<file path="config.mk">
export PLATFORM = sky130hd
export DESIGN_NAME = sorted_keyword_stream_matcher_top
export DESIGN_NICKNAME = d
export VERILOG_FILES = /design/src/sv/skm_pkg.sv /design/src/sv/skm_ram.sv /design/src/sv/skm_ctrl.sv /design/src/sv/skm_datapath.sv /design/src/sv/sorted_keyword_stream_matcher_top.sv
export SDC_FILE = /design/constraint.sdc
export NUM_CORES = 2
export LEC_CHECK = 0
export BUFFER_PORTS_ARGS = -buffer_cell sky130_fd_sc_hd__buf_4
export CAP_MARGIN = 30
export CORE_AREA = 5 5 477 479
export CTS_CLUSTER_SIZE = 28
export DETAILED_ROUTE_END_ITERATION = 7
export DIE_AREA = 0 0 482 484
export GPL_ROUTABILITY_DRIVEN = 0
export GPL_TIMING_DRIVEN = 1
export PLACE_DENSITY = 0.6
export SYNTH_ARGS = -nofsm -noshare
export SYNTH_HDL_FRONTEND = slang
export SYNTH_HIERARCHICAL = 1
export SYNTH_SLANG_ARGS = --single-unit
</file>
<file path="constraint.sdc">
create_clock -name aclk -period 9.6 [get_ports aclk]
set_input_delay 1.92 -clock aclk [delete_from_list [all_inputs] [get_ports aclk]]
set_output_delay 1.92 -clock aclk [all_outputs]
set_load 0.01 [all_outputs]
</file>
<file path="src/sv/skm_pkg.sv">
package skm_pkg;

    localparam logic [1:0] CMD_LOAD    = 2'd0;
    localparam logic [1:0] CMD_RESTART = 2'd1;
    localparam logic [1:0] CMD_FEED    = 2'd2;

    localparam logic [7:0] CH_CR = 8'd13;

    localparam int CFG_W = 5;
    localparam int OUT_W = 5;

    typedef struct packed {
        logic [1:0] command;
        logic [3:0] keyword_slot;
        logic [3:0] char_position;
        logic [7:0] char_value;
    } in_beat_t;

    typedef struct packed {
        logic             keep_going;
        logic             matched;
        logic [OUT_W-1:0] current_keyword;
        logic [OUT_W-1:0] matched_length;
    } out_beat_t;

    typedef struct packed {
        logic accept;
        logic ptr_inc;
        logic off_inc;
        logic set_match;
        logic set_keep;
        logic idx_clr;
        logic idx_inc;
        logic cmp_sel;
        logic out_load;
    } dp_cmd_t;

    typedef struct packed {
        logic [1:0] command;
        logic       ptr_done;
        logic       k_hit;
        logic       is_cr;
        logic       k_zero;
        logic       last_kw;
        logic       off_zero;
        logic       cmp_diff;
        logic       idx_last;
        logic       out_free;
    } dp_stat_t;

endpackage

</file>
<file path="src/sv/skm_ram.sv">
module skm_ram #(
    parameter int WIDTH = 8,
    parameter int DEPTH = 256
) (
    input  logic                     clk,
    input  logic                     wr_en,
    input  logic [$clog2(DEPTH)-1:0] wr_addr,
    input  logic [WIDTH-1:0]         wr_data,
    input  logic [$clog2(DEPTH)-1:0] rd_addr_a,
    output logic [WIDTH-1:0]         rd_data_a,
    input  logic [$clog2(DEPTH)-1:0] rd_addr_b,
    output logic [WIDTH-1:0]         rd_data_b
);

    logic [WIDTH-1:0] mem [DEPTH];

    always_ff @(posedge clk) begin
        if (wr_en) begin
            mem[wr_addr] <= wr_data;
        end
        rd_data_a <= mem[rd_addr_a];
        rd_data_b <= mem[rd_addr_b];
    end

endmodule

</file>
<file path="src/sv/skm_ctrl.sv">
module skm_ctrl (
    input  logic              aclk,
    input  logic              aresetn,
    input  logic              s_valid,
    output logic              s_ready,
    input  skm_pkg::dp_stat_t stat,
    output skm_pkg::dp_cmd_t  cmd
);

    typedef enum logic [2:0] {
        ST_IDLE,
        ST_FETCH,
        ST_TEST,
        ST_CMP_RD,
        ST_CMP,
        ST_RESP
    } state_t;

    state_t state_reg, state_next;
    logic   s_ready_reg;

    always_comb begin
        state_next = state_reg;
        cmd        = '0;
        case (state_reg)
            ST_IDLE: begin
                if (s_valid && s_ready_reg) begin
                    cmd.accept = 1'b1;
                    if (stat.command == skm_pkg::CMD_FEED && !stat.ptr_done) begin
                        state_next = ST_TEST;
                    end else begin
                        state_next = ST_RESP;
                    end
                end
            end
            ST_FETCH: begin
                state_next = ST_TEST;
            end
            ST_TEST: begin
                if (stat.k_hit) begin
                    cmd.off_inc  = 1'b1;
                    cmd.set_keep = 1'b1;
                    state_next   = ST_RESP;
                end else if (stat.is_cr) begin
                    cmd.set_keep = 1'b1;
                    state_next   = ST_RESP;
                end else if (stat.k_zero) begin
                    cmd.set_match = 1'b1;
                    state_next    = ST_RESP;
                end else begin
                    cmd.ptr_inc = 1'b1;
                    if (stat.last_kw) begin
                        state_next = ST_RESP;
                    end else if (stat.off_zero) begin
                        state_next = ST_FETCH;
                    end else begin
                        cmd.idx_clr = 1'b1;
                        state_next  = ST_CMP_RD;
                    end
                end
            end
            ST_CMP_RD: begin
                cmd.cmp_sel = 1'b1;
                state_next  = ST_CMP;
            end
            ST_CMP: begin
                if (stat.cmp_diff) begin
                    state_next = ST_RESP;
                end else if (stat.idx_last) begin
                    state_next = ST_FETCH;
                end else begin
                    cmd.idx_inc = 1'b1;
                    state_next  = ST_CMP_RD;
                end
            end
            ST_RESP: begin
                if (stat.out_free) begin
                    cmd.out_load = 1'b1;
                    state_next   = ST_IDLE;
                end
            end
            default: begin
                state_next = ST_IDLE;
            end
        endcase
    end

    always_ff @(posedge aclk) begin
        if (!aresetn) begin
            state_reg   <= ST_IDLE;
            s_ready_reg <= 1'b0;
        end else begin
            state_reg   <= state_next;
            s_ready_reg <= (state_next == ST_IDLE);
        end
    end

    assign s_ready = s_ready_reg;

endmodule

</file>
<file path="src/sv/skm_datapath.sv">
module skm_datapath #(
    parameter int NUM_KEYWORDS = 16,
    parameter int KEY_LEN      = 16
) (
    input  logic                         aclk,
    input  logic                         aresetn,
    input  skm_pkg::in_beat_t            s_data,
    input  logic                         cfg_wr_en,
    input  logic [skm_pkg::CFG_W-1:0]    cfg_wr_data,
    input  logic                         m_ready,
    output logic                         m_valid,
    output skm_pkg::out_beat_t           m_data,
    input  skm_pkg::dp_cmd_t             cmd,
    output skm_pkg::dp_stat_t            stat
);

    localparam int PW    = $clog2(NUM_KEYWORDS + 1);
    localparam int OW    = $clog2(KEY_LEN + 1);
    localparam int CLW   = $clog2(KEY_LEN);
    localparam int DEPTH = NUM_KEYWORDS * KEY_LEN;
    localparam int AW    = $clog2(DEPTH);

    logic [PW-1:0]      ptr_reg, count_reg;
    logic [OW-1:0]      off_reg;
    logic [CLW-1:0]     idx_reg;
    logic               match_reg, keep_reg;
    logic [7:0]         char_reg;
    logic               m_valid_reg;
    skm_pkg::out_beat_t m_data_reg;

    logic [AW-1:0] wr_addr, rd_addr_a, rd_addr_b;
    logic [7:0]    rd_data_a, rd_data_b, k_byte;
    logic          wr_en, off_end, in_range;
    int            row_cur, col_cur;

    function automatic logic [AW-1:0] addr_of(input int row, input int col);
        return AW'(row * KEY_LEN + col);
    endfunction

    assign off_end  = (off_reg == OW'(KEY_LEN));
    assign in_range = (int'(s_data.keyword_slot) < NUM_KEYWORDS) &&
                      (int'(s_data.char_position) < KEY_LEN);
    assign wr_en    = cmd.accept && (s_data.command == skm_pkg::CMD_LOAD) && in_range;
    assign wr_addr  = addr_of(int'(s_data.keyword_slot), int'(s_data.char_position));

    always_comb begin
        row_cur = stat.ptr_done ? 0 : int'(ptr_reg);
        col_cur = off_end ? 0 : int'(off_reg);
        if (cmd.cmp_sel) begin
            rd_addr_a = addr_of(int'(ptr_reg) - 1, int'(idx_reg));
        end else begin
            rd_addr_a = addr_of(row_cur, col_cur);
        end
        rd_addr_b = addr_of(row_cur, int'(idx_reg));
    end

    skm_ram #(
        .WIDTH (8),
        .DEPTH (DEPTH)
    ) u_table (
        .clk       (aclk),
        .wr_en     (wr_en),
        .wr_addr   (wr_addr),
        .wr_data   (s_data.char_value),
        .rd_addr_a (rd_addr_a),
        .rd_data_a (rd_data_a),
        .rd_addr_b (rd_addr_b),
        .rd_data_b (rd_data_b)
    );

    assign k_byte = off_end ? 8'd0 : rd_data_a;

    always_comb begin
        stat          = '0;
        stat.command  = s_data.command;
        stat.ptr_done = (ptr_reg >= count_reg);
        stat.k_zero   = (k_byte == 8'd0);
        stat.k_hit    = (k_byte != 8'd0) && (k_byte == char_reg);
        stat.is_cr    = (char_reg == skm_pkg::CH_CR);
        stat.last_kw  = ({1'b0, ptr_reg} + (PW + 1)'(1)) >= {1'b0, count_reg};
        stat.off_zero = (off_reg == '0);
        stat.cmp_diff = (rd_data_a != rd_data_b);
        stat.idx_last = ((OW'(idx_reg) + OW'(1)) == off_reg);
        stat.out_free = !m_valid_reg || m_ready;
    end

    always_ff @(posedge aclk) begin
        if (!aresetn) begin
            ptr_reg     <= '0;
            off_reg     <= '0;
            match_reg   <= 1'b0;
            count_reg   <= '0;
            m_valid_reg <= 1'b0;
        end else begin
            if (cfg_wr_en) begin
                if (int'(cfg_wr_data) > NUM_KEYWORDS) begin
                    count_reg <= PW'(NUM_KEYWORDS);
                end else begin
                    count_reg <= PW'(cfg_wr_data);
                end
            end
            if (cmd.accept && s_data.command == skm_pkg::CMD_RESTART) begin
                ptr_reg   <= '0;
                off_reg   <= '0;
                match_reg <= 1'b0;
            end
            if (cmd.ptr_inc) begin
                ptr_reg <= ptr_reg + PW'(1);
            end
            if (cmd.off_inc) begin
                off_reg <= off_reg + OW'(1);
            end
            if (cmd.set_match) begin
                match_reg <= 1'b1;
            end
            if (cmd.out_load) begin
                m_valid_reg <= 1'b1;
            end else if (m_ready) begin
                m_valid_reg <= 1'b0;
            end
        end
    end

    always_ff @(posedge aclk) begin
        if (cmd.accept) begin
            char_reg <= s_data.char_value;
            keep_reg <= 1'b0;
        end else if (cmd.set_keep) begin
            keep_reg <= 1'b1;
        end
        if (cmd.idx_clr) begin
            idx_reg <= '0;
        end else if (cmd.idx_inc) begin
            idx_reg <= idx_reg + CLW'(1);
        end
        if (cmd.out_load) begin
            m_data_reg.keep_going      <= keep_reg;
            m_data_reg.matched         <= match_reg;
            m_data_reg.current_keyword <= skm_pkg::OUT_W'(ptr_reg);
            m_data_reg.matched_length  <= skm_pkg::OUT_W'(off_reg);
        end
    end

    assign m_valid = m_valid_reg;
    assign m_data  = m_data_reg;

endmodule

</file>
<file path="src/sv/sorted_keyword_stream_matcher_top.sv">
// Matches a byte stream against a sorted table of zero-terminated keywords.
// The input channel (s_valid, s_ready, s_data) carries one command per beat:
// load a table byte, restart the matcher, or feed a stream byte. Every input
// beat yields exactly one result beat on m_valid, m_ready, m_data, reporting
// keep_going, the match flag, the current keyword index and the matched length.
// The keyword count is written through cfg_wr_en and cfg_wr_data while idle.
// A load, restart or unused command goes straight to the response state.
// A feed that resolves on the current keyword ends in the test state; each further
// keyword it tests is reached via the compare-read and compare states, once
// per prefix byte checked against the previous keyword, then the fetch state.
// One item is handled at a time; the table memory reads two bytes per cycle.
// The result sits in an output register, so the next beat is accepted while
// an earlier result still waits; if the receiver stalls, the block stops
// after finishing that next item until the register drains.
// Reset clears the keyword pointer, position, match flag and keyword count;
// the table contents are undefined until loaded and survive a restart.
module sorted_keyword_stream_matcher_top #(
    parameter int NUM_KEYWORDS = 16,
    parameter int KEY_LEN      = 16
) (
    input  logic                      aclk,
    input  logic                      aresetn,
    input  logic                      s_valid,
    output logic                      s_ready,
    input  skm_pkg::in_beat_t         s_data,
    output logic                      m_valid,
    input  logic                      m_ready,
    output skm_pkg::out_beat_t        m_data,
    input  logic                      cfg_wr_en,
    input  logic [skm_pkg::CFG_W-1:0] cfg_wr_data
);

    skm_pkg::dp_cmd_t  cmd;
    skm_pkg::dp_stat_t stat;

    skm_ctrl u_ctrl (
        .aclk    (aclk),
        .aresetn (aresetn),
        .s_valid (s_valid),
        .s_ready (s_ready),
        .stat    (stat),
        .cmd     (cmd)
    );

    skm_datapath #(
        .NUM_KEYWORDS (NUM_KEYWORDS),
        .KEY_LEN      (KEY_LEN)
    ) u_datapath (
        .aclk        (aclk),
        .aresetn     (aresetn),
        .s_data      (s_data),
        .cfg_wr_en   (cfg_wr_en),
        .cfg_wr_data (cfg_wr_data),
        .m_ready     (m_ready),
        .m_valid     (m_valid),
        .m_data      (m_data),
        .cmd         (cmd),
        .stat        (stat)
    );

endmodule

</file>
==> reports/metrics.cfg <==
[floorplan]
start_util_pct=44.7
die_w_um=482
core_mm2=0.223
io-pin-count=42
fp.dieArea_mm2=0.233
rows=174
fp.dieH_um=484

[flow_run]
cap_violations=0

[setup_path]
max_stage_delay_ps=970
crit_buf_inv=5
worst-path-stages=18
crit_path_start_kind=flop
cp_data_arrival_time_ps=7050
rr_worst_depth=18
end_kind=flop
cp_slowest_cell=o32ai_1
rrSetupSlack_ps=3280
startpoint=u_datapath/ptr_reg[0]
worstPathRequired_ps=10330
r2r_start=u_datapath/ptr_reg[0]
path_class=reg -> reg
cp_top_family=compound AO/OA/AOI/OAI gates
cp_max_fo=34
crit_path_cell_trace=inv_1, ha_1, nand2b_1, a31oi_1, o21a_1, inv_1, nor2_4, buf_4, ha_1, mux2_2, buf_4, and2_1, buf_16, a22o_1, a221oi_1, o22ai_1, o32ai_1, nor3_1
endpoint=u_datapath/u_table/rd_data_a[5]
timing.rr.end=u_datapath/u_table/rd_data_a[5]

[worst_hold_path]
hold_depth=0
hp-class=reg -> reg
hp-start=u_datapath/match_reg

[global_routing]
grt_usage_pct=26.9
grt_pass1_wl_um=445000
grt_antenna_before_repair=8
grt_pass1_vias=56400
grt_max_degree=127
grt.overflow.total=0

[sta]
slew_headroom_pct=24.9
rsz0062_at_grt=no
setup_tns_ps=0
whs_ps=433
period_needed_ps=6320
setup_violations=0
fmax_mhz=158
finalCritPeriodShare_pct=65.8
maxSlewViolCount=0
skew_ps=61.4
hold_viol_final=0
tightest_slew_ps=1120

[detailed_routing]
drt_wl_total_um=317000
drc=0
vias_per_cell=6.83
ant_nets=0
vias=57300
drt_iter0_drc=8321
dr.pass1.iters=8
detail_route.wl_per_cell_um=37.7

[yosys]
synth_ff_type=edfxtp_1
seq_area_frac_synth_pct=63.1
synth_cell_types=82
postSynthNetCount=5185
yosysWarnings=6
syn_inst=5140
synth-seq-cells=2110
synthArstFlopShare_pct=0
synth-edff-count=2068
postSynthAreaPerCell_um2=19.4
synth_area_mm2=0.0998

[clock_network]
post_cts_buffers=0
cts_tree=yes
numCtsBuffers=222
clock_sinks=2110
clock_latency_ps=890
clk_pin_slew_ps=60
clock_path_buffers=3
hold_buffers=0
cts_resized=0
cts.htree.levels=4
root_buffer=clkbuf_16

[layout]
drive_above_1_share_pct=32.1
largest_reg_flops=2048
nNetsFinal=5252
syn2layout_area_growth_pct=11.1
final_cell_mix=edfxtp_1, mux4_2, nor2_1
utilization_pct=49.7
fin_area_mm2=0.111
layout_commonest_cell=edfxtp_1

[placed_design]
place_area_mm2=0.103
numPortBuffers=41
hpwl_um=206000

[power]
powerDensity_mw_per_mm2=186
irDropWorstVdd_mv=0.186
p_leak_nw=33.0
p_total_mw=20.6

[outcome]
status=finished, final reports clean

## logic make-up after synthesis
logic type                 Yosys count  synth area share (%)
xor gates and xnor gates            23                 0.202
DFF                               2110                  63.1
adders and majority gates           17                 0.213
buffers and inverters              427                  2.78
muxes                             1331                  26.6
and+or+nand+nor                    712                  3.35
AOI/OAI and AO/OA                  520                  3.80
## how the worst min path moves through the flow
| stage | slack [ps] | end |
|---|---|---|
| 2_1_floorplan | 400 | u_datapath/m_data[10] |
| 3_3_place_gp | 410 | u_datapath/m_data[10] |
| 3_5_place_dp | 410 | u_datapath/m_data[10] |
| 4_1_cts | 430 | u_datapath/m_data[10] |
| 5_1_grt | 440 | u_datapath/m_data[10] |
| 6_report | 430 | u_datapath/m_data[10] |
## Yosys cell counts, drive strengths merged, types with 42 or more instances
cell type	n	area, um^2
a21oi	89	445
a22oi	65	488
buf	264	2160
clkbuf	143	537
dfxtp	42	841
edfxtp	2068	62100
mux2i	239	2390
mux4	1051	23700
nand2	130	488
nand3	59	295
nor2	327	1230
o21ai	47	235
o221ai	67	599
o22ai	52	325
## through the flow
| step | setup slack (ps) | std cells |
|---|---|---|
| after floorplan | 5120 | 5140 |
| after global placement | 3140 | 7894 |
| after detailed placement | 3580 | 7964 |
| after CTS | 3560 | 8378 |
| after global routing | 3210 | 8390 |
| final | 3280 | 8392 |
## worst register-to-register path: stages, from the launching register on
cell      delay (ps)
dfxtp_1          460
inv_1            200
ha_1             340
nand2b_1         140
a31oi_1          170
o21a_1           280
inv_1            160
nor2_4           100
buf_4            560
ha_1             360
mux2_2           260
buf_4            300
and2_1           530
buf_16           240
a22o_1           240
a221oi_1         450
o22ai_1          330
o32ai_1          970
nor3_1           120
## power breakdown
part | total, mW | internal (mW) | switching, mW
logic | 1.65 | 0.696 | 0.954
registers | 10.2 | 10.1 | 0.0498
clock network | 8.80 | 5.06 | 3.75
## area by class of cell
| cell class | instances | area, um^2 |
|---|---|---|
| sequential | 2110 | 63000 |
| multi-input combinational | 2603 | 34200 |
| inverter | 20 | 78.8 |
| fill | 17900 | 112000 |
| clock buffer | 278 | 5960 |
| timing repair buffer | 250 | 2480 |
| clock inverter | 136 | 1480 |
| tap | 2992 | 3740 |
| antenna | 3 | 7.51 |
## per-layer routing
| layer | track usage, % | vias to the layer above | wire, um |
|---|---|---|---|
| met5 | 0 | - | 43 |
| met4 | 11.1 | 6 | 15600 |
| met3 | 6.28 | 667 | 33700 |
| met2 | 40.3 | 3628 | 145000 |
| met1 | 38.3 | 30700 | 122000 |
| li1 | - | 22200 | - |
Power figures use the tool's default switching activity.
